File: src/rtl/rgo_pkg.sv
// ----------------------------------------------------------------------------
// rgo_pkg
// Shared types and constants for the radial gradient overlay core.
// ----------------------------------------------------------------------------
package rgo_pkg;

  // field widths
  localparam int PIX_W  = 12;
  localparam int DIM_W  = 13;
  localparam int CH_W   = 8;
  localparam int COL_W  = 32;
  localparam int DEN_W  = 2 * DIM_W + 1;
  localparam int ADDR_W = 4;
  localparam int DATA_W = 32;

  // parameter defaults
  localparam int COORD_BITS_DEF = 12;
  localparam int RATIO_BITS_DEF = 16;

  // register reset values
  localparam logic [DIM_W-1:0] WIDTH_RST  = DIM_W'(640);
  localparam logic [DIM_W-1:0] HEIGHT_RST = DIM_W'(480);

  // register index in the map
  typedef enum logic [1:0] {
    REG_WIDTH  = 2'd0,
    REG_HEIGHT = 2'd1,
    REG_INNER  = 2'd2,
    REG_OUTER  = 2'd3
  } reg_idx_t;

  typedef struct packed {
    logic [PIX_W-1:0] pixel_x;
    logic [PIX_W-1:0] pixel_y;
  } pixel_t;

  typedef struct packed {
    logic            drawn;
    logic [CH_W-1:0] red;
    logic [CH_W-1:0] green;
    logic [CH_W-1:0] blue;
    logic [CH_W-1:0] alpha;
  } result_t;

endpackage

File: src/rtl/rgo_sqrt_cell.sv
// ----------------------------------------------------------------------------
// rgo_sqrt_cell
// One digit step of the integer square root: tests one result bit against
// the running remainder.
// ----------------------------------------------------------------------------
module rgo_sqrt_cell #(
  parameter int Q_W   = 33,
  parameter int SHIFT = 0
) (
  input  logic           clk,
  input  logic           rst_n,
  input  logic           en,
  input  logic           v_in,
  input  logic           ok_in,
  input  logic [Q_W-1:0] rem_in,
  input  logic [Q_W-1:0] root_in,
  output logic           v_o,
  output logic           ok_o,
  output logic [Q_W-1:0] rem_o,
  output logic [Q_W-1:0] root_o
);
  import rgo_pkg::*;

  localparam logic [Q_W:0] BIT = (Q_W+1)'(1) << SHIFT;

  logic [Q_W:0]   trial;
  logic           fits;
  logic [Q_W:0]   rem_sub;
  logic [Q_W:0]   root_add;
  logic           v_r;
  logic           ok_r;
  logic [Q_W-1:0] rem_r;
  logic [Q_W-1:0] root_r;

  // trial compare
  always_comb begin
    trial    = {1'b0, root_in} + BIT;
    fits     = ({1'b0, rem_in} >= trial);
    rem_sub  = {1'b0, rem_in} - trial;
    root_add = {2'b0, root_in[Q_W-1:1]} + BIT;
  end

  // control
  always_ff @(posedge clk) begin
    if (!rst_n) begin
      v_r <= 1'b0;
    end else if (en) begin
      v_r <= v_in;
    end
  end

  // payload
  always_ff @(posedge clk) begin
    if (en) begin
      ok_r   <= ok_in;
      rem_r  <= fits ? rem_sub[Q_W-1:0] : rem_in;
      root_r <= fits ? root_add[Q_W-1:0] : {1'b0, root_in[Q_W-1:1]};
    end
  end

  assign v_o    = v_r;
  assign ok_o   = ok_r;
  assign rem_o  = rem_r;
  assign root_o = root_r;

endmodule

File: config.mk
export PLATFORM = sky130hd
export DESIGN_NAME = rgo_sqrt_cell
export DESIGN_NICKNAME = d
export VERILOG_FILES = /design/src/rtl/rgo_pkg.sv /design/src/rtl/rgo_sqrt_cell.sv
export SDC_FILE = /design/constraint.sdc
export NUM_CORES = 1
export LEC_CHECK = 0
export ABC_AREA = 0
export BUFFER_PORTS_ARGS = -buffer_cell sky130_fd_sc_hd__buf_2
export CAP_MARGIN = 10
export CORE_ASPECT_RATIO = 0.9
export CORE_MARGIN = 4
export CORE_UTILIZATION = 35
export CTS_CLUSTER_DIAMETER = 150
export CTS_CLUSTER_SIZE = 20
export DETAILED_ROUTE_END_ITERATION = 6
export GPL_ROUTABILITY_DRIVEN = 0
export GPL_TIMING_DRIVEN = 0
export PLACE_DENSITY = 0.69
export RECOVER_POWER = 100
export SYNTH_ARGS = -nofsm -noshare
export SYNTH_HDL_FRONTEND = slang
export SYNTH_SLANG_ARGS = --single-unit
File: constraint.sdc
create_clock -name clk -period 5.09 [get_ports clk]
set_input_delay 1.527 -clock clk [delete_from_list [all_inputs] [get_ports clk]]
set_output_delay 1.527 -clock clk [all_outputs]
set_load 0.01 [all_outputs]
==> Word level (Yosys, flattened, before mapping) <==
Cells that the tools add are included.
{ "totals": {"regBits": 68, "elab_cells": 11, "in_bits": 71, "out_inout_bits": 68} }
{ "op_classes": {"add_sub_neg": 3, "n_mux": 2, "n_lt_le_gt_ge": 1} }
{ "ops": {"columns": ["op", "n"], "rows": [
  ["33-bit by 1-bit adder with 34-bit output, second input constant", 1],
  ["33-bit by 34-bit greater-or-equal comparator with 1-bit output", 1],
  ["32-bit by 1-bit adder with 33-bit output, second input constant", 1],
  ["33-bit 2-to-1 mux", 1],
  ["33-bit subtractor", 1],
  ["32-bit 2-to-1 mux", 1]
]} }

==> Longest topological paths before layout <==
{ "depth": {"depth_word": 3, "depth_mapped": 20, "depth_no_buf": 16} }

==> Worst setup path before layout <==
No wires, ideal clock.
{ "synth_path": {"kind": "input to register", "start": "input root_in[11]", "end": "register root_r[5], in the netlist root_o[5], data pin", "arrival_time_ns": 4.881, "setup_slack_ns": -0.049, "stages": 17, "required_time_ns": 4.832, "path_cell_list": "buf_2 nand4_1 nor2_1 and4_1 nand2_1 nor3_1 nand3_1 xor2_1 ha_1 nand2_1 o21ai_0 a311oi_1 or3_1 a31oi_2 nor2_1 or4_4 xnor2_2"} }
{ "synth_via": {"elab_chain_cells": 3} }
{ "synth_lines": {"columns": ["item", "line", "rtl"], "rows": [
  ["start: declaration", "rgo_sqrt_cell.sv:16", "input logic [Q_W-1:0] root_in,"],
  ["33-bit by 1-bit adder with 34-bit output", "rgo_sqrt_cell.sv:37", "trial = {1'b0, root_in} + BIT;"],
  ["33-bit by 34-bit greater-or-equal comparator with 1-bit output", "rgo_sqrt_cell.sv:38", "fits = ({1'b0, rem_in} >= trial);"],
  ["32-bit 2-to-1 mux", "rgo_sqrt_cell.sv:57", "root_r <= fits ? root_add[Q_W-1:0] : {1'b0, root_in[Q_W-1:1]};"],
  ["end signal: assignment", "rgo_sqrt_cell.sv:57", null],
  ["end: declaration", "rgo_sqrt_cell.sv:33", "logic [Q_W-1:0] root_r;"]
]} }
Every way passes these cells.
A chain may end at the register's enable or synchronous reset.

==> Worst setup path after layout <==
{ "layout_path": {"start": "input root_in[2]", "end": "register rem_r[20], in the netlist rem_o[20], data pin"} }
{ "layout_via": {"elab_chain_cells": 3} }
{ "layout_lines": {"columns": ["item", "line", "rtl"], "rows": [
  ["33-bit by 1-bit adder with 34-bit output *", "rgo_sqrt_cell.sv:37", null],
  ["33-bit subtractor or 33-bit by 34-bit greater-or-equal comparator with 1-bit output (tied branches)", "rgo_sqrt_cell.sv:39, rgo_sqrt_cell.sv:38", null],
  ["33-bit 2-to-1 mux *", "rgo_sqrt_cell.sv:56", "rem_r <= fits ? rem_sub[Q_W-1:0] : rem_in;"],
  ["end signal: assignment", "rgo_sqrt_cell.sv:56", null],
  ["end: declaration", "rgo_sqrt_cell.sv:32", "logic [Q_W-1:0] rem_r;"]
]} }
Mark *: on every way between the ends. The rest lies on a longest branch, timed or not.

==> impl_metrics.json <==
{
  "result_of_the_run": "finished, violations left",
  "violations": "max-capacitance violations, max-slew violations",
  "synth_top_family_by_area": "simple AND/OR/NAND/NOR gates",
  "final_min_period_over_clock_period": 0.988,
  "rsz0062_at_grt": "true",
  "hold_path_class": "reg2reg",
  "postCtsHoldBufs": 0,
  "htree_levels": 3,
  "placement_rows": 43,
  "grt_pass1_wl_um": 25100,
  "route.vias.total": 4984,
  "layout.cells.non_filler": 931,
  "dp_cells": 891,
  "class_of_the_most_critical_setup_path": "in2reg",
  "cts-root-to-sink-buffers": 2,
  "initial_utilization": 0.360,
  "dr.pass1.iters": 5,
  "setup_ws_ns": 0.0599,
  "ys.warnings.count": 0,
  "achievable-frequency_mhz": 199,
  "routed_wl_um": 16700,
  "post_synth_instance_area_um2": 5620,
  "clock_tree.root_cell": "sky130_fd_sc_hd__clkbuf_16",
  "synth_edf_count": 67,
  "detail-route-antenna-nets": 0,
  "path_max_fanout": 7,
  "worstPathCellList": "buf_4 > ha_4 > and3_4 > and4_1 > buf_6 > and2_1 > buf_6 > nand2_4 > xor2_1 > ha_1 > a21oi_1 > o21ai_2 > a311oi_2 > or3_4 > a31oi_4 > o21ba_4 > buf_12 > bufbuf_16 > mux2_4",
  "n_fill_cell": 1503,
  "drcViolationCount": 0,
  "cts_made_buffers": 9,
  "total_power_per_unit_cell_area_nw_per_um2": 277,
  "maxCapViolations": 1,
  "preCtsSetupSlack_ns": -0.559,
  "slowest_stage": "sky130_fd_sc_hd__ha_1",
  "die_y_um": 128,
  "die_area_um2": 18100,
  "antenna_cells": 0,
  "io_buffers": 133,
  "path_common_cell": "sky130_fd_sc_hd__buf_6",
  "worst_setup_path_start_kind": "input port",
  "clock_sinks": 68,
  "grt_antenna_before_repair": 0,
  "critical_path.max_stage_delay_ns": 0.34,
  "finalClockSkew_ns": 0,
  "cp_data_arrival_time_ns": 5.13,
  "post_layout_net_count": 831,
  "post-layout-total-power_mw": 2.03,
  "largest_net_degree_at_the_start_of_global_routing": 69,
  "synth-xor-area-share": 0.145,
  "finalSetupViolations": 0,
  "route.detailed.vias_per_inst": 5.35,
  "synth-compound-area-share": 0.116,
  "yosys.area_share.adder": 0.0815,
  "syn_inst": 556,
  "synth_mux_area_frac": 0.0777,
  "slew_headroom": -0.147,
  "critical_path_required_ns": 5.19,
  "postSynth.asyncResetShare": 0,
  "kind_of_capture_point_of_the_worst_setup_path": "register",
  "cellLeakagePower_nw": 2.88,
  "fp.coreArea_um2": 15600,
  "synth_ff_type": "sky130_fd_sc_hd__edfxtp_1",
  "synth_simple_gate_area_frac": 0.187,
  "hold_violations": 0,
  "postSynthNetCount": 663,
  "worst_pin_slew_ns": 1.72,
  "dp.final_hpwl_um": 12300,
  "overflow": 0,
  "avgSynthCellArea_um2": 10.1,
  "clock_latency_ns": 0.34,
  "drt-initial-drc-count": 561,
  "min_period_ns": 5.03,
  "avgRoutedWirePerCell_um": 17.9,
  "synth_cell_type_count": 65,
  "cts_tree": "yes",
  "die_w_um": 142,
  "ir_worst_vdd_mv": 0.140,
  "synth_seq_cells": 68,
  "grt.total_usage": 0.178,
  "timing.final.max_slew_violations": 69,
  "ioPinCount": 139,
  "path_clk_slew_ns": 0.06,
  "fraction_of_final_layout_cells_with_drive_strength_greater_than_1": 0.294,
  "first_global_vias": 4704,
  "area_growth_pct": 30.4,
  "seq_area_frac_synth": 0.362
}
-- cells in the mapped netlist, drive strengths merged, types with 3 or more instances --
library cell  instances  area, µm²
nor4                  5       31.3
nand4                19        131
xor2                 36        315
and3                 16        105
inv                  10       37.5
o21ai                19       95.1
a211oi                3       22.5
a21oi                38        198
and4                  4       35.0
buf                  17        128
o21bai                3       22.5
nand2b                5       31.3
ha                   35        438
and2                  8       50.1
o41ai                 3       26.3
mux2                 28        417
xnor2                56        498
o211ai                3       22.5
nand3                28        140
a31oi                 8       56.3
edfxtp               67       2010
nand2                58        225
clkbuf                3       11.3
nor2b                 4       25.0
a21o                  8       60.1
nor2                 31        135
nor3                  8       40.0
or4                   3       26.3
a21boi                3       22.5
-- worst max-delay path: cells and delay by family --
| kind | cells | cell delay (ns) |
|---|---|---|
| XOR/XNOR | 1 | 0.28 |
| multiplexers | 1 | 0.29 |
| AND/OR/NAND/NOR | 5 | 0.80 |
| AO/OA/AOI/OAI | 5 | 0.90 |
| buffers and inverters | 5 | 0.83 |
| adder cells (fa/ha/maj) | 2 | 0.50 |
-- placed cells by master (no fill, tap or decap), types with 4 or more instances in the layout --
master                      instances
sky130_fd_sc_hd__a21o_1             8
sky130_fd_sc_hd__a21oi_1           29
sky130_fd_sc_hd__a21oi_2            7
sky130_fd_sc_hd__a31oi_1            7
sky130_fd_sc_hd__and2_1             6
sky130_fd_sc_hd__and3_1            10
sky130_fd_sc_hd__and3_4             5
sky130_fd_sc_hd__buf_12             5
sky130_fd_sc_hd__buf_2             66
sky130_fd_sc_hd__buf_4             27
sky130_fd_sc_hd__buf_6              5
sky130_fd_sc_hd__clkbuf_1          69
sky130_fd_sc_hd__clkbuf_16          9
sky130_fd_sc_hd__clkbuf_8           4
sky130_fd_sc_hd__edfxtp_1          67
sky130_fd_sc_hd__ha_1              30
sky130_fd_sc_hd__inv_1             10
sky130_fd_sc_hd__mux2_4            27
sky130_fd_sc_hd__nand2_1           52
sky130_fd_sc_hd__nand2_2            5
sky130_fd_sc_hd__nand2b_1           5
sky130_fd_sc_hd__nand3_1           27
sky130_fd_sc_hd__nand4_1           17
sky130_fd_sc_hd__nor2_1            25
sky130_fd_sc_hd__nor3_1             5
sky130_fd_sc_hd__nor4_1             4
sky130_fd_sc_hd__o21ai_0           14
sky130_fd_sc_hd__xnor2_1           55
sky130_fd_sc_hd__xor2_1            32
sky130_fd_sc_hd__xor2_2             4
-- layout make-up --
type | instances | area, µm² | area share
Buffer | 18 | 193 | 0.0263
Clock buffer | 13 | 280 | 0.0383
Clock inverter | 3 | 42.5 | 0.00581
Inverter | 10 | 37.5 | 0.00512
Multi-Input combinational cell | 458 | 3670 | 0.501
Sequential cell | 68 | 2030 | 0.277
Tap cell | 202 | 253 | 0.0345
Timing Repair Buffer | 159 | 816 | 0.111
-- logic make-up (layout without fill, tap and decap cells) --
group                      after synthesis  count (layout)
adders and majority gates               36              36
buffers and inverters                   30             203
AOI/OAI and AO/OA                      102             102
xor gates and xnor gates                92              92
muxes                                   30              30
and+or+nand+nor                        198             198
DFF                                     68              68
-- through the flow --
stage | instance area (µm²) | TNS (ns) | hold WS (ns) | utilization
3_3_place_gp | 6540 | -30.72 | 0.495 | 0.419
3_5_place_dp | 6540 | -31.71 | 0.518 | 0.419
4_1_cts | 7130 | 0 | 0.531 | 0.457
2_1_floorplan | 5620 | 0 | 0.538 | -
5_1_grt | 7330 | -1.96 | 0.578 | 0.470
6_report | 7330 | 0 | 0.524 | 0.470
-- power by group --
| part | switching, mW | internal [mW] |
|---|---|---|
| Clock | 0.240 | 0.432 |
| Sequential | 0.0168 | 0.696 |
| Combinational | 0.350 | 0.292 |
-- worst paths after layout --
path,start,to,slack (ns),cells past startpoint
max,root_in[2],rem_o[20]$_DFFE_PP_,0.06,19
max reg2reg,v_o$_SDFFE_PN0P_,v_o$_SDFFE_PN0P_,4.48,2
min reg2reg,v_o$_SDFFE_PN0P_,v_o$_SDFFE_PN0P_,0.52,2
min,v_o$_SDFFE_PN0P_,v_o$_SDFFE_PN0P_,0.52,2
-- registers in the layout (all words and copies together) (netlist names) --
signal	flops
v_o	1
root_o	33
rem_o	33
ok_o	1
-- what timing repair did --
item / 4_1_cts / 5_1_grt
setup endpoints to repair: 66 / 66
cloned: 2 / 0
resized for setup: 34 / 46
endpoints found under the hold margin: 0 / 0
pin swaps: 13 / 34
setup buffers: 12 / 12
-- layer usage --
layer | vias up | track usage | routed length [µm]
met5 | - | 0 | 0
met4 | 0 | 0.0570 | 331
met3 | 21 | 0.0414 | 1300
met2 | 205 | 0.279 | 7630
met1 | 2369 | 0.243 | 7420
li1 | 2389 | - | -
(Power assumes the default switching activity.)
