File: src/rtl/rgo_pkg.sv
// ----------------------------------------------------------------------------
// rgo_pkg
// Shared types and constants for the radial gradient overlay core.
// ----------------------------------------------------------------------------
package rgo_pkg;

  // field widths
  localparam int PIX_W  = 12;
  localparam int DIM_W  = 13;
  localparam int CH_W   = 8;
  localparam int COL_W  = 32;
  localparam int DEN_W  = 2 * DIM_W + 1;
  localparam int ADDR_W = 4;
  localparam int DATA_W = 32;

  // parameter defaults
  localparam int COORD_BITS_DEF = 12;
  localparam int RATIO_BITS_DEF = 16;

  // register reset values
  localparam logic [DIM_W-1:0] WIDTH_RST  = DIM_W'(640);
  localparam logic [DIM_W-1:0] HEIGHT_RST = DIM_W'(480);

  // register index in the map
  typedef enum logic [1:0] {
    REG_WIDTH  = 2'd0,
    REG_HEIGHT = 2'd1,
    REG_INNER  = 2'd2,
    REG_OUTER  = 2'd3
  } reg_idx_t;

  typedef struct packed {
    logic [PIX_W-1:0] pixel_x;
    logic [PIX_W-1:0] pixel_y;
  } pixel_t;

  typedef struct packed {
    logic            drawn;
    logic [CH_W-1:0] red;
    logic [CH_W-1:0] green;
    logic [CH_W-1:0] blue;
    logic [CH_W-1:0] alpha;
  } result_t;

endpackage

File: src/rtl/rgo_div_cell.sv
// ----------------------------------------------------------------------------
// rgo_div_cell
// One restoring long-division step: shifts the remainder, subtracts the
// denominator when it fits and appends one quotient bit.
// ----------------------------------------------------------------------------
module rgo_div_cell #(
  parameter int FRAC_W = 32
) (
  input  logic                       clk,
  input  logic                       rst_n,
  input  logic                       en,
  input  logic                       v_in,
  input  logic                       ok_in,
  input  logic                       whole_in,
  input  logic [rgo_pkg::DEN_W-1:0]  rem_in,
  input  logic [FRAC_W-1:0]          frac_in,
  input  logic [rgo_pkg::DEN_W-1:0]  den,
  output logic                       v_o,
  output logic                       ok_o,
  output logic                       whole_o,
  output logic [rgo_pkg::DEN_W-1:0]  rem_o,
  output logic [FRAC_W-1:0]          frac_o
);
  import rgo_pkg::*;

  logic [DEN_W:0]   rem2;
  logic             ge;
  logic [DEN_W:0]   diff;
  logic             v_r;
  logic             ok_r;
  logic             whole_r;
  logic [DEN_W-1:0] rem_r;
  logic [FRAC_W-1:0] frac_r;

  // trial subtract
  always_comb begin
    rem2 = {rem_in, 1'b0};
    ge   = (rem2 >= {1'b0, den});
    diff = rem2 - {1'b0, den};
  end

  // control
  always_ff @(posedge clk) begin
    if (!rst_n) begin
      v_r <= 1'b0;
    end else if (en) begin
      v_r <= v_in;
    end
  end

  // payload
  always_ff @(posedge clk) begin
    if (en) begin
      ok_r    <= ok_in;
      whole_r <= whole_in;
      rem_r   <= ge ? diff[DEN_W-1:0] : rem2[DEN_W-1:0];
      frac_r  <= {frac_in[FRAC_W-2:0], ge};
    end
  end

  assign v_o     = v_r;
  assign ok_o    = ok_r;
  assign whole_o = whole_r;
  assign rem_o   = rem_r;
  assign frac_o  = frac_r;

endmodule

File: config.mk
export PLATFORM = sky130hd
export DESIGN_NAME = rgo_div_cell
export DESIGN_NICKNAME = d
export VERILOG_FILES = /design/src/rtl/rgo_pkg.sv /design/src/rtl/rgo_div_cell.sv
export SDC_FILE = /design/constraint.sdc
export NUM_CORES = 1
export LEC_CHECK = 0
export BUFFER_PORTS_ARGS = -buffer_cell sky130_fd_sc_hd__buf_4
export CAP_MARGIN = 25
export CORE_ASPECT_RATIO = 1.25
export CORE_MARGIN = 1
export CORE_UTILIZATION = 45
export CTS_CLUSTER_SIZE = 20
export DETAILED_ROUTE_END_ITERATION = 10
export PLACE_DENSITY = 0.72
export SLEW_MARGIN = 20
export SYNTH_ARGS = -nofsm -noshare
export SYNTH_HDL_FRONTEND = slang
export SYNTH_SLANG_ARGS = --single-unit
File: constraint.sdc
create_clock -name clk -period 3.47 [get_ports clk]
set_input_delay 0.694 -clock clk [delete_from_list [all_inputs] [get_ports clk]]
set_output_delay 0.694 -clock clk [all_outputs]
set_load 0.02 [all_outputs]
After elaboration in Yosys (flattened, before gate mapping)
Index checks and enable logic that the tools add are counted.
{"block": "classes", "n_mux": 1, "add_sub_neg": 1, "n_lt_le_gt_ge": 1}
{"cell": "greater-or-equal comparator 28 x 27 -> 1 bit", "count": 1}
{"cell": "2-to-1 mux 27 bit", "count": 1}
{"cell": "subtractor 27 bit", "count": 1}
{"block": "word_totals", "input_bits": 92, "register_bits": 62}

Depth between registers and ports, before layout
Gate-level depths: netlist of run 1.
{"block": "depth", "depth_word": 2, "depth_mapped": 13, "ltp_nobuf": 11}

Least setup slack after synthesis of run 1
OpenSTA, ideal clock, no wires.
{"block": "synth_path", "path_type": "input-to-reg", "start": "input port den[0] (netlist name)", "end": "register rem_r[17] (netlist: rem_o[17]), data pin", "slack_ps": 653, "t_required_ps": 3208, "setup_ps": 262, "cell_stages": 11, "t_arrival_ps": 2555, "cell_sequence": "inv_1 -> fa_1 -> a211oi_2 -> o211ai_2 -> nand2_1 -> a211o_2 -> nand3_1 -> a21oi_2 -> buf_6 -> inv_2 -> mux2_1"}
{"block": "synth_via", "elab_chain_len": 2, "word_cells_on_any_way": 3, "classes_between": "1 x add/sub; 1 x order compare; 1 x mux"}
{"item": "start: declaration", "line": "rgo_div_cell.sv:17", "rtl": "input logic [rgo_pkg::DEN_W-1:0] den,"}
{"item": "greater-or-equal comparator 28 x 27 -> 1 bit", "line": "rgo_div_cell.sv:38", "rtl": "ge = (rem2 >= {1'b0, den});"}
{"item": "via ge", "line": "rgo_div_cell.sv:27", "rtl": "logic ge;"}
{"item": "2-to-1 mux 27 bit", "line": "rgo_div_cell.sv:56", "rtl": "rem_r <= ge ? diff[DEN_W-1:0] : rem2[DEN_W-1:0];"}
{"item": "end signal: assignment", "line": "rgo_div_cell.sv:56"}
{"item": "end: declaration", "line": "rgo_div_cell.sv:32", "rtl": "logic [DEN_W-1:0] rem_r;"}
The timed path passes the listed nets, and every way through them passes these cells.
A chain may end at the register's enable or synchronous reset.

Worst setup path in the final report of run 1
{"block": "layout_path", "start": "input port rem_in[20] (netlist name)", "end": "register rem_r[1] (netlist: rem_o[1]), data pin"}
{"block": "layout_via", "elab_chain_len": 2}
{"item": "start: declaration", "line": "rgo_div_cell.sv:15", "rtl": "input logic [rgo_pkg::DEN_W-1:0] rem_in,"}
{"item": "greater-or-equal comparator 28 x 27 -> 1 bit", "line": "rgo_div_cell.sv:38"}
{"item": "2-to-1 mux 27 bit", "line": "rgo_div_cell.sv:56"}
No other way between the ends.

==> results of run 1 <==
## layout make-up
cell class | count | area, µm² | share of cell area
clock buffer | 12 | 145 | 0.0279
clock inverter | 4 | 47.5 | 0.00913
inverter | 36 | 135 | 0.0260
multi-input combinational | 247 | 1720 | 0.331
sequential | 62 | 1850 | 0.356
tap | 95 | 119 | 0.0228
timing repair buffer | 156 | 1180 | 0.227
## registers in the layout (all words and copies together) (netlist names)
name	flops
frac_o	32
rem_o	27
whole_o	1
ok_o	1
v_o	1
## logic make-up (layout without fill, tap and decap cells)
| logic type | after synthesis | after routing | synth area share |
|---|---|---|---|
| compound gates | 111 | 111 | 0.194 |
| simple gates | 83 | 83 | 0.105 |
| flops | 62 | 62 | 0.491 |
| buf+inv | 47 | 208 | 0.0535 |
| fa+ha+maj | 28 | 28 | 0.0950 |
| xor+xnor | 19 | 19 | 0.0442 |
| mux | 6 | 6 | 0.0176 |
## worst min-delay path, stage by stage, from the launching register on
cell	delay, ns
dfxtp_1	0.31
mux2i_1	0.12
nor2b_1	0.06
## layout by cell type (no fill, tap or decap), types with 3 or more instances in the layout
cell      count
xnor2_1      12
nor3_1        4
a21o_1        9
ha_1         27
buf_4       155
mux2_2        4
a21oi_1      31
nor2_1       17
xor2_1        7
a21boi_0      4
o31ai_1       5
clkbuf_8     10
nand3_1       4
nand2_1      34
nand4_1       3
nor2b_1       6
o21bai_1      3
edfxtp_1     61
o21ai_0      28
inv_1        35
o21a_1        6
## metal layers
metal  GRT usage  up-vias  share of wire
met3      0.0317       15          0.063
met4      0.0985        0          0.024
met5           0        -              0
li1            -     1606              -
met2       0.364      116           0.50
met1       0.245     1409           0.42
## power breakdown
group          switching (mW)  internal [mW]  leakage [nW]  total (mW)
sequential             0.0224          0.928         0.605       0.950
combinational           0.370          0.318          1.67       0.688
clock                   0.289          0.350        0.0964       0.638
total                   0.681           1.60          2.37        2.28
## final timing paths
path / from / to
worst max-delay path: rem_in[20] / rem_o[1]
worst min register to register: v_o / v_o
worst max register to register: v_o / v_o
worst min-delay path: v_o / v_o
## metrics by stage
step | total power, mW | utilization | worst slack [ns]
2_1_floorplan | 1.37 | - | 0.653
3_3_place_gp | 1.64 | 0.629 | 0.226
3_5_place_dp | 1.66 | 0.629 | 0.221
4_1_cts | 2.29 | 0.653 | 0.556
5_1_grt | 2.38 | 0.653 | 0.380
6_report | 2.28 | 0.653 | 0.549
==> impl_metrics.py, run 1 <==
metrics = {
    "setup_path": {
        "cp.arrival_ns": 3.00,
        "crit_path_max_incr_delay_ns": 0.35,
        "reg2reg_depth": 2,
        "critical_path_depth": 10,
        "path_max_fanout": 20,
        "crit_family": "compound AO/OA/AOI/OAI gates",
        "cp_cell_sequence": "buf_4 > ha_1 > a21oi_1 > o21ai_0 > a21oi_1 > and2_1 > nand3_1 > a21oi_4 > buf_12 > mux2_2",
        "startpoint_type": "input port",
        "cpMostUsedCell": "a21oi_1",
        "critPathKind": "input port to flip-flop",
        "cp_data_required_time_ns": 3.55,
        "ff2ff_setup_slack_ns": 2.88,
        "endpoint_kind": "flip-flop",
        "cp_slowest_cell": "ha_1",
        "critPathBufInv": 2,
    },
    "timing": {
        "hold_ws_ns": 0.530,
        "relSlewSlack": 0.462,
        "setup_tns_ns": 0,
        "setup-violations-final": 0,
        "fmax_ghz": 0.342,
        "tightest_slew_ns": 0.807,
        "fin_crit_ns": 2.92,
        "final.setup_skew_ns": 0,
        "final_hold_viol_count": 0,
        "slew_violations": 0,
        "rsz0062_at_grt": "false",
        "fin_crit_sh": 0.842,
    },
    "finish": {
        "instances_no_fill": 612,
        "fin_nets": 632,
        "area_growth_pct": 38.1,
        "fillers": 688,
        "num_antenna_cells": 0,
        "final_area_um2": 5200,
        "drive_gt1_frac": 0.366,
    },
    "pwr": {
        "ir_drop_mv": 0.231,
        "p_per_area_nw_per_um2": 437,
        "leakagePower_nw": 2.37,
    },
    "clock_network": {
        "postCtsSetupBuffers": 0,
        "htree_levels": 3,
        "ctsResizeCount": 0,
        "clockRootBuffer": "clkbuf_8",
        "clk-insertion-delay-late_ns": 0.33,
        "clk_path_buf_depth": 2,
        "numClockSinks": 62,
        "cts.clk_slew.worst_paths_ns": 0.07,
        "ctsHoldBuffers": 0,
        "tritoncts": "done",
        "numCtsBuffers": 9,
    },
    "worst_hold_path": {
        "hold_class": "flip-flop to flip-flop",
        "min_path_cells": 2,
    },
    "drt": {
        "ant_nets": 0,
        "vias": 3146,
        "wirelength_mm": 8.98,
        "drt_first_pass_iters": 7,
        "routedWlPerCell_um": 14.7,
        "route.detailed.drc": 32,
        "first_iter_violations": 140,
        "via_per_inst": 5.14,
    },
    "floorplanning": {
        "dieWidth_um": 83.9,
        "core_um2": 7970,
        "num_io_pins": 154,
        "die_h_um": 104,
        "start_util": 0.473,
        "die_area_um2": 8750,
        "num_rows": 36,
    },
    "placement": {
        "place_inst": 596,
        "port-buffer-count": 152,
        "hpwlAfterDp_mm": 7.01,
        "dpl_cell_area_um2": 5010,
        "gp_congestion": 0.877,
    },
    "yosys": {
        "yosysSeqAreaShare": 0.491,
        "synth_top_cells_by_count": "edfxtp_1, inv_1, nand2_1",
        "synth_cell_types": 57,
        "ys_ff_latch": 62,
        "netlist_area_um2": 3770,
        "synth_top_area_cell": "edfxtp_1",
        "synth_ff_type": "edfxtp_1",
        "synth_warnings": 0,
        "ys_async_sr_fraction": 0,
        "syn-num-nets": 476,
        "avgSynthCellArea_um2": 10.6,
        "synthTopCellsByArea": "edfxtp_1, ha_1, a21oi_1",
        "yosysTopAreaCellShare": 0.486,
        "synth_edf_count": 61,
        "synthMostInstantiatedCell": "edfxtp_1",
        "synthCells": 356,
    },
    "outcome": {
        "violations": "DRC",
        "outcome": "complete, but fails checks",
    },
    "grt": {
        "grt_pass1_vias": 3067,
        "track_usage": 0.207,
        "grt_first_pass_wirelength_mm": 14.2,
        "overflow": 0,
        "antenna_found_initial": 0,
        "grt_max_degree": 63,
    },
    "flow_run": {
        "max_cap_viol_count": 0,
    },
}
Power figures use the tool's default switching activity.
==> run 2, diff against run 1 <==
--- a/config.mk
+++ b/config.mk
@@ -5,6 +5,7 @@
 export SDC_FILE = /design/constraint.sdc
 export NUM_CORES = 1
 export LEC_CHECK = 0
+export ABC_AREA = 1
 export BUFFER_PORTS_ARGS = -buffer_cell sky130_fd_sc_hd__buf_4
 export CAP_MARGIN = 25
 export CORE_ASPECT_RATIO = 1.25
@@ -12,7 +13,7 @@
 export CORE_UTILIZATION = 45
 export CTS_CLUSTER_SIZE = 20
 export DETAILED_ROUTE_END_ITERATION = 10
-export PLACE_DENSITY = 0.72
+export PLACE_DENSITY = 0.7
 export SLEW_MARGIN = 20
 export SYNTH_ARGS = -nofsm -noshare
 export SYNTH_HDL_FRONTEND = slang
==> constraint.sdc (replaced) <==
create_clock -name clk -period 2.98 [get_ports clk]
set_input_delay 0.596 -clock clk [delete_from_list [all_inputs] [get_ports clk]]
set_output_delay 0.596 -clock clk [all_outputs]
set_load 0.02 [all_outputs]
==> run 2 against run 1 <==
Compared with the run above:
- the run now ends clean
- die area rose by 18%
- sequential power rose by 16%
- design area rose by 16%
- combinational power rose by 27%
- worst hold slack got worse by 0.077 ns
- non-clock buffer count rose by 2
- flip-flop and latch count did not move
- area after synthesis rose by 18%
- largest cell class is now multi-input gates
- largest power group unchanged
==> impl_metrics.py, run 2 <==
metrics = {
    "clock_network": {
        "numClockSinks": 62,
        "cts.clk_slew.worst_paths_ns": 0.05,
        "numCtsBuffers": 9,
        "htree_levels": 3,
        "tritoncts": "done",
        "ctsResizeCount": 0,
        "ctsHoldBuffers": 0,
        "clk-insertion-delay-late_ns": 0.31,
        "postCtsSetupBuffers": 0,
        "clk_path_buf_depth": 2,
        "clockRootBuffer": "clkbuf_16",
    },
    "setup_path": {
        "cp_cell_sequence": "buf_4 > inv_1 > fa_1 > nand3_1 > nand3_1 > nand3_1 > nand3b_2 > nand2_4 > nand3_2 > buf_4 > o21ai_0",
        "cp.arrival_ns": 2.42,
        "r2r_start": "v_o",
        "critical_path_depth": 11,
        "reg2reg_depth": 2,
        "cpMostUsedCell": "nand3_1",
        "path_max_fanout": 15,
        "endpoint_kind": "flip-flop",
        "startpoint_type": "input port",
        "crit_path_max_incr_delay_ns": 0.49,
        "startpoint": "den[0]",
        "cp_data_required_time_ns": 3.07,
        "crit_family": "simple AND/OR/NAND/NOR gates",
        "critPathKind": "input port to flip-flop",
        "cp_slowest_cell": "fa_1",
        "critPathBufInv": 3,
    },
    "placement": {
        "post-place-ws_ns": 0.371,
        "port-buffer-count": 152,
        "gp_congestion": 0.914,
        "hpwlAfterDp_mm": 9.26,
    },
    "drt": {
        "wirelength_mm": 11.3,
        "route.detailed.drc": 0,
        "drt_first_pass_iters": 6,
        "via_per_inst": 4.75,
        "vias": 4225,
        "ant_nets": 0,
        "routedWlPerCell_um": 12.7,
        "first_iter_violations": 291,
    },
    "worst_hold_path": {
        "hold_start": "frac_in[13]",
        "hold_class": "input port to flip-flop",
        "min_path_cells": 1,
    },
    "pwr": {
        "leakagePower_nw": 3.30,
        "p_sw_mw": 0.891,
        "p_per_area_nw_per_um2": 479,
        "intPower_mw": 1.99,
        "ir_drop_mv": 0.276,
        "combPwrFrac": 0.304,
        "power_mw": 2.89,
        "p_clk_frac": 0.313,
        "swShare": 0.309,
        "p_seq_frac": 0.383,
    },
    "floorplanning": {
        "num_rows": 40,
        "num_io_pins": 154,
        "die_h_um": 113,
        "die_area_um2": 10300,
        "dieWidth_um": 91.1,
        "start_util": 0.464,
        "core_um2": 9610,
    },
    "yosys": {
        "yosysTopAreaCellShare": 0.411,
        "synthMostInstantiatedCell": "nand2_1",
        "synth_top_area_cell": "edfxtp_1",
        "synth_warnings": 0,
        "synth_cell_types": 33,
        "synth_ff_type": "edfxtp_1",
        "synth_edf_count": 61,
        "avgSynthCellArea_um2": 7.48,
        "yosysSeqAreaShare": 0.415,
        "syn-num-nets": 716,
        "netlist_area_um2": 4460,
        "synthTopCellsByArea": "edfxtp_1, nand2_1, inv_1",
        "ys_ff_latch": 62,
        "ys_async_sr_fraction": 0,
        "synth_top_cells_by_count": "nand2_1, inv_1, edfxtp_1",
        "synthCells": 596,
    },
    "grt": {
        "overflow": 0,
        "grt_pass1_vias": 4016,
        "grt_max_degree": 64,
        "antenna_found_initial": 0,
        "grt_first_pass_wirelength_mm": 18.3,
        "track_usage": 0.225,
    },
    "timing": {
        "hold_ws_ns": 0.452,
        "fin_crit_ns": 2.33,
        "final.setup_skew_ns": 0,
        "setup-violations-final": 0,
        "tightest_slew_ns": 0.739,
        "final_hold_viol_count": 0,
        "relSlewSlack": 0.507,
        "setup_tns_ns": 0,
        "fmax_ghz": 0.430,
        "setup_slack_ns": 0.655,
        "slew_violations": 0,
        "fin_crit_sh": 0.780,
        "rsz0062_at_grt": "false",
    },
    "finish": {
        "ff_latch_area_um2": 1850,
        "num_antenna_cells": 0,
        "largest_reg_flops": 32,
        "fin_util": 0.627,
        "fillers": 915,
        "layout_common_cells": "nand2_1, buf_4, inv_1",
        "drive_gt1_frac": 0.252,
        "fin_nets": 878,
        "multi_input_area_um2": 2050,
        "area_growth_pct": 35.0,
        "layout_commonest_cell": "nand2_1",
    },
    "outcome": {
        "outcome": "complete, no violations",
    },
    "flow_run": {
        "max_cap_viol_count": 0,
    },
}
run 2: kinds of logic after synthesis:
logic type,after synthesis,synth area share
buffers and inverters,143,0.125
DFF,62,0.415
AOI/OAI and AO/OA,27,0.0334
xor gates and xnor gates,14,0.0275
adders and majority gates,28,0.0802
and+or+nand+nor,322,0.319
run 2: worst paths after layout:
check	end	slack, ns
worst max-delay path	rem_o[10]	0.65
worst min-delay path	frac_o[14]	0.45
worst max register to register	v_o	2.32
worst min register to register	v_o	0.56
run 2: layout make-up:
class / instances / area share
repair buffers: 158 / 0.197
clock inverters: 7 / 0.00686
clock buffers: 9 / 0.0374
well taps: 126 / 0.0262
inverters: 136 / 0.0848
multi-input cells: 391 / 0.340
flip-flops and latches: 62 / 0.307
run 2: power by group through the flow:
stage / clock network, mW / registers, mW / logic [mW]
after detailed placement: 0 / 1.12 / 0.876
final: 0.903 / 1.10 / 0.877
after floorplan: 0 / 1.25 / 0.391
after global routing: 0.968 / 1.11 / 0.970
after CTS: 0.930 / 1.11 / 0.879
after global placement: 0 / 1.12 / 0.867
run 2: stage by stage:
step	std cells	instance area, µm²
4_1_cts	889	6020
5_1_grt	889	6020
6_report	889	6020
2_1_floorplan	596	4460
3_5_place_dp	873	5760
3_3_place_gp	873	5760
run 2: metal layers:
layer / vias to the layer above / GRT usage / routed length, µm
li1: 2183 / - / -
met1: 1861 / 0.284 / 4710
met2: 157 / 0.384 / 5570
met3: 24 / 0.0363 / 701
met4: 0 / 0.0921 / 295
met5: - / 0 / 0
==> run 3, diff against run 2 <==
--- a/config.mk
+++ b/config.mk
@@ -5,7 +5,7 @@
 export SDC_FILE = /design/constraint.sdc
 export NUM_CORES = 1
 export LEC_CHECK = 0
-export ABC_AREA = 1
+export ABC_AREA = 0
 export BUFFER_PORTS_ARGS = -buffer_cell sky130_fd_sc_hd__buf_4
 export CAP_MARGIN = 25
 export CORE_ASPECT_RATIO = 1.25
@@ -13,7 +13,7 @@
 export CORE_UTILIZATION = 45
 export CTS_CLUSTER_SIZE = 20
 export DETAILED_ROUTE_END_ITERATION = 10
-export PLACE_DENSITY = 0.7
+export PLACE_DENSITY = 0.72
 export SLEW_MARGIN = 20
 export SYNTH_ARGS = -nofsm -noshare
 export SYNTH_HDL_FRONTEND = slang
==> constraint.sdc (replaced) <==
create_clock -name clk -period 2.4 [get_ports clk]
set_input_delay 0.48 -clock clk [delete_from_list [all_inputs] [get_ports clk]]
set_output_delay 0.48 -clock clk [all_outputs]
set_load 0.02 [all_outputs]
==> run 3 against run 2 <==
Compared with the run above:
- the run now ends with DRC, setup timing left
- core utilization increased by 15 points
- setup slack got worse by 0.72 ns
- critical endpoint is now rem_o[23]
- global-route usage rose by 1.2 points
- highest routed layer unchanged
==> impl_metrics.py, run 3 (synthesis gave the netlist of run 1 again) <==
metrics = {
    "placement": {
        "port-buffer-count": 152,
        "dpl_cell_area_um2": 5720,
        "hpwlAfterDp_mm": 8.15,
        "post-place-ws_ns": -0.411,
        "gp_congestion": 0.902,
        "place_inst": 672,
    },
    "pwr": {
        "power_mw": 3.59,
        "p_per_area_nw_per_um2": 581,
        "ir_drop_mv": 0.351,
        "leakagePower_nw": 2.85,
    },
    "timing": {
        "fmax_ghz": 0.406,
        "final_hold_viol_count": 0,
        "slew_violations": 0,
        "relSlewSlack": 0.712,
        "final.setup_skew_ns": 0,
        "fin_crit_sh": 1.03,
        "rsz0062_at_grt": "true",
        "tightest_slew_ns": 0.432,
        "fin_crit_ns": 2.46,
        "setup_slack_ns": -0.0639,
        "setup_tns_ns": -0.449,
        "hold_ws_ns": 0.322,
        "setup-violations-final": 12,
    },
    "drt": {
        "routed.top_layer": "met4",
        "vias": 3586,
        "route.detailed.drc": 30,
        "ant_nets": 0,
        "m1WireLength_mm": 4.03,
        "routedWlPerCell_um": 15.0,
        "wl_met2_mm": 5.65,
        "wl_met3_um": 646,
        "drt_first_pass_iters": 9,
        "wirelength_mm": 10.5,
        "first_iter_violations": 167,
        "via_per_inst": 5.14,
    },
    "floorplanning": {
        "num_io_pins": 154,
        "num_rows": 36,
        "dieWidth_um": 83.9,
        "start_util": 0.473,
        "core_um2": 7970,
        "die_area_um2": 8750,
        "die_h_um": 104,
    },
    "clock_network": {
        "clk_path_buf_depth": 2,
        "htree_levels": 3,
        "cts.clk_slew.worst_paths_ns": 0.07,
        "numClockSinks": 62,
        "clockRootBuffer": "clkbuf_8",
        "numCtsBuffers": 9,
        "tritoncts": "done",
        "clk-insertion-delay-late_ns": 0.33,
    },
    "setup_path": {
        "startpoint_type": "input port",
        "endpoint_kind": "flip-flop",
        "cp.arrival_ns": 2.61,
        "critPathKind": "input port to flip-flop",
        "path_max_fanout": 13,
        "cp_data_required_time_ns": 2.54,
    },
    "finish": {
        "drive_gt1_frac": 0.501,
        "fin_nets": 718,
        "num_antenna_cells": 0,
        "ff_latch_area_um2": 1850,
        "final_area_um2": 6170,
        "multi_input_area_um2": 1950,
        "layout_common_cells": "buf_4, edfxtp_1, nand2_1",
        "instances_no_fill": 698,
        "layout_commonest_cell": "buf_4",
        "largest_reg_flops": 32,
        "fillers": 550,
        "area_growth_pct": 63.8,
        "fin_util": 0.774,
    },
    "grt": {
        "grt_max_degree": 36,
        "track_usage": 0.237,
        "grt_pass1_vias": 3660,
        "antenna_found_initial": 0,
        "overflow": 0,
        "grt_first_pass_wirelength_mm": 16.5,
    },
    "outcome": {
        "violations": "DRC, setup timing",
        "outcome": "complete, but fails checks",
    },
    "worst_hold_path": {
        "hold_class": "input port to flip-flop",
    },
    "flow_run": {
        "max_cap_viol_count": 0,
    },
}
## run 3: per-layer routing
metal | track usage | vias to the layer above
met4 | 0.0727 | 0
li1 | - | 1781
met2 | 0.440 | 116
met3 | 0.0540 | 10
met1 | 0.268 | 1679
met5 | 0 | -
## run 3: worst max-delay path: stages
cell       delay, ns
buf_4           0.11
ha_1            0.30
buf_4           0.13
nand2_1         0.08
buf_4           0.14
a21oi_1         0.15
o2111ai_1       0.19
a21oi_1         0.29
a21oi_4         0.14
buf_4           0.20
nor2b_1         0.14
a311oi_1        0.25
## run 3: final cells by class
cell class              instances  share of cell area
well taps                      95              0.0193
inverters                      36              0.0259
clock buffers                  13              0.0257
repair buffers                242               0.306
flip-flops and latches         62               0.300
clock inverters                 3             0.00689
multi-input cells             247               0.316
## run 3: timing repair
item	CTS	global route
pin swaps	1	11
buffers inserted	1	7
gates resized for setup	2	27
hold buffers	0	0
cloned	0	2
endpoints found under the setup margin	13	20
## run 3: final timing paths
check / startpoint / to / slack [ns] / depth (start not counted)
worst max-delay path: rem_in[22] / rem_o[23] / -0.06 / 12
worst min-delay path: frac_in[4] / frac_o[5] / 0.32 / 1
worst max register to register: v_o / v_o / 1.80 / 2
worst min register to register: v_o / v_o / 0.54 / 2
## run 3: power by group
group	switching (mW)	total (mW)	leakage [nW]	internal (mW)
registers	0.0342	1.38	0.605	1.34
logic	0.625	1.29	2.15	0.662
clock network	0.388	0.923	0.0996	0.536
total	1.05	3.59	2.85	2.54
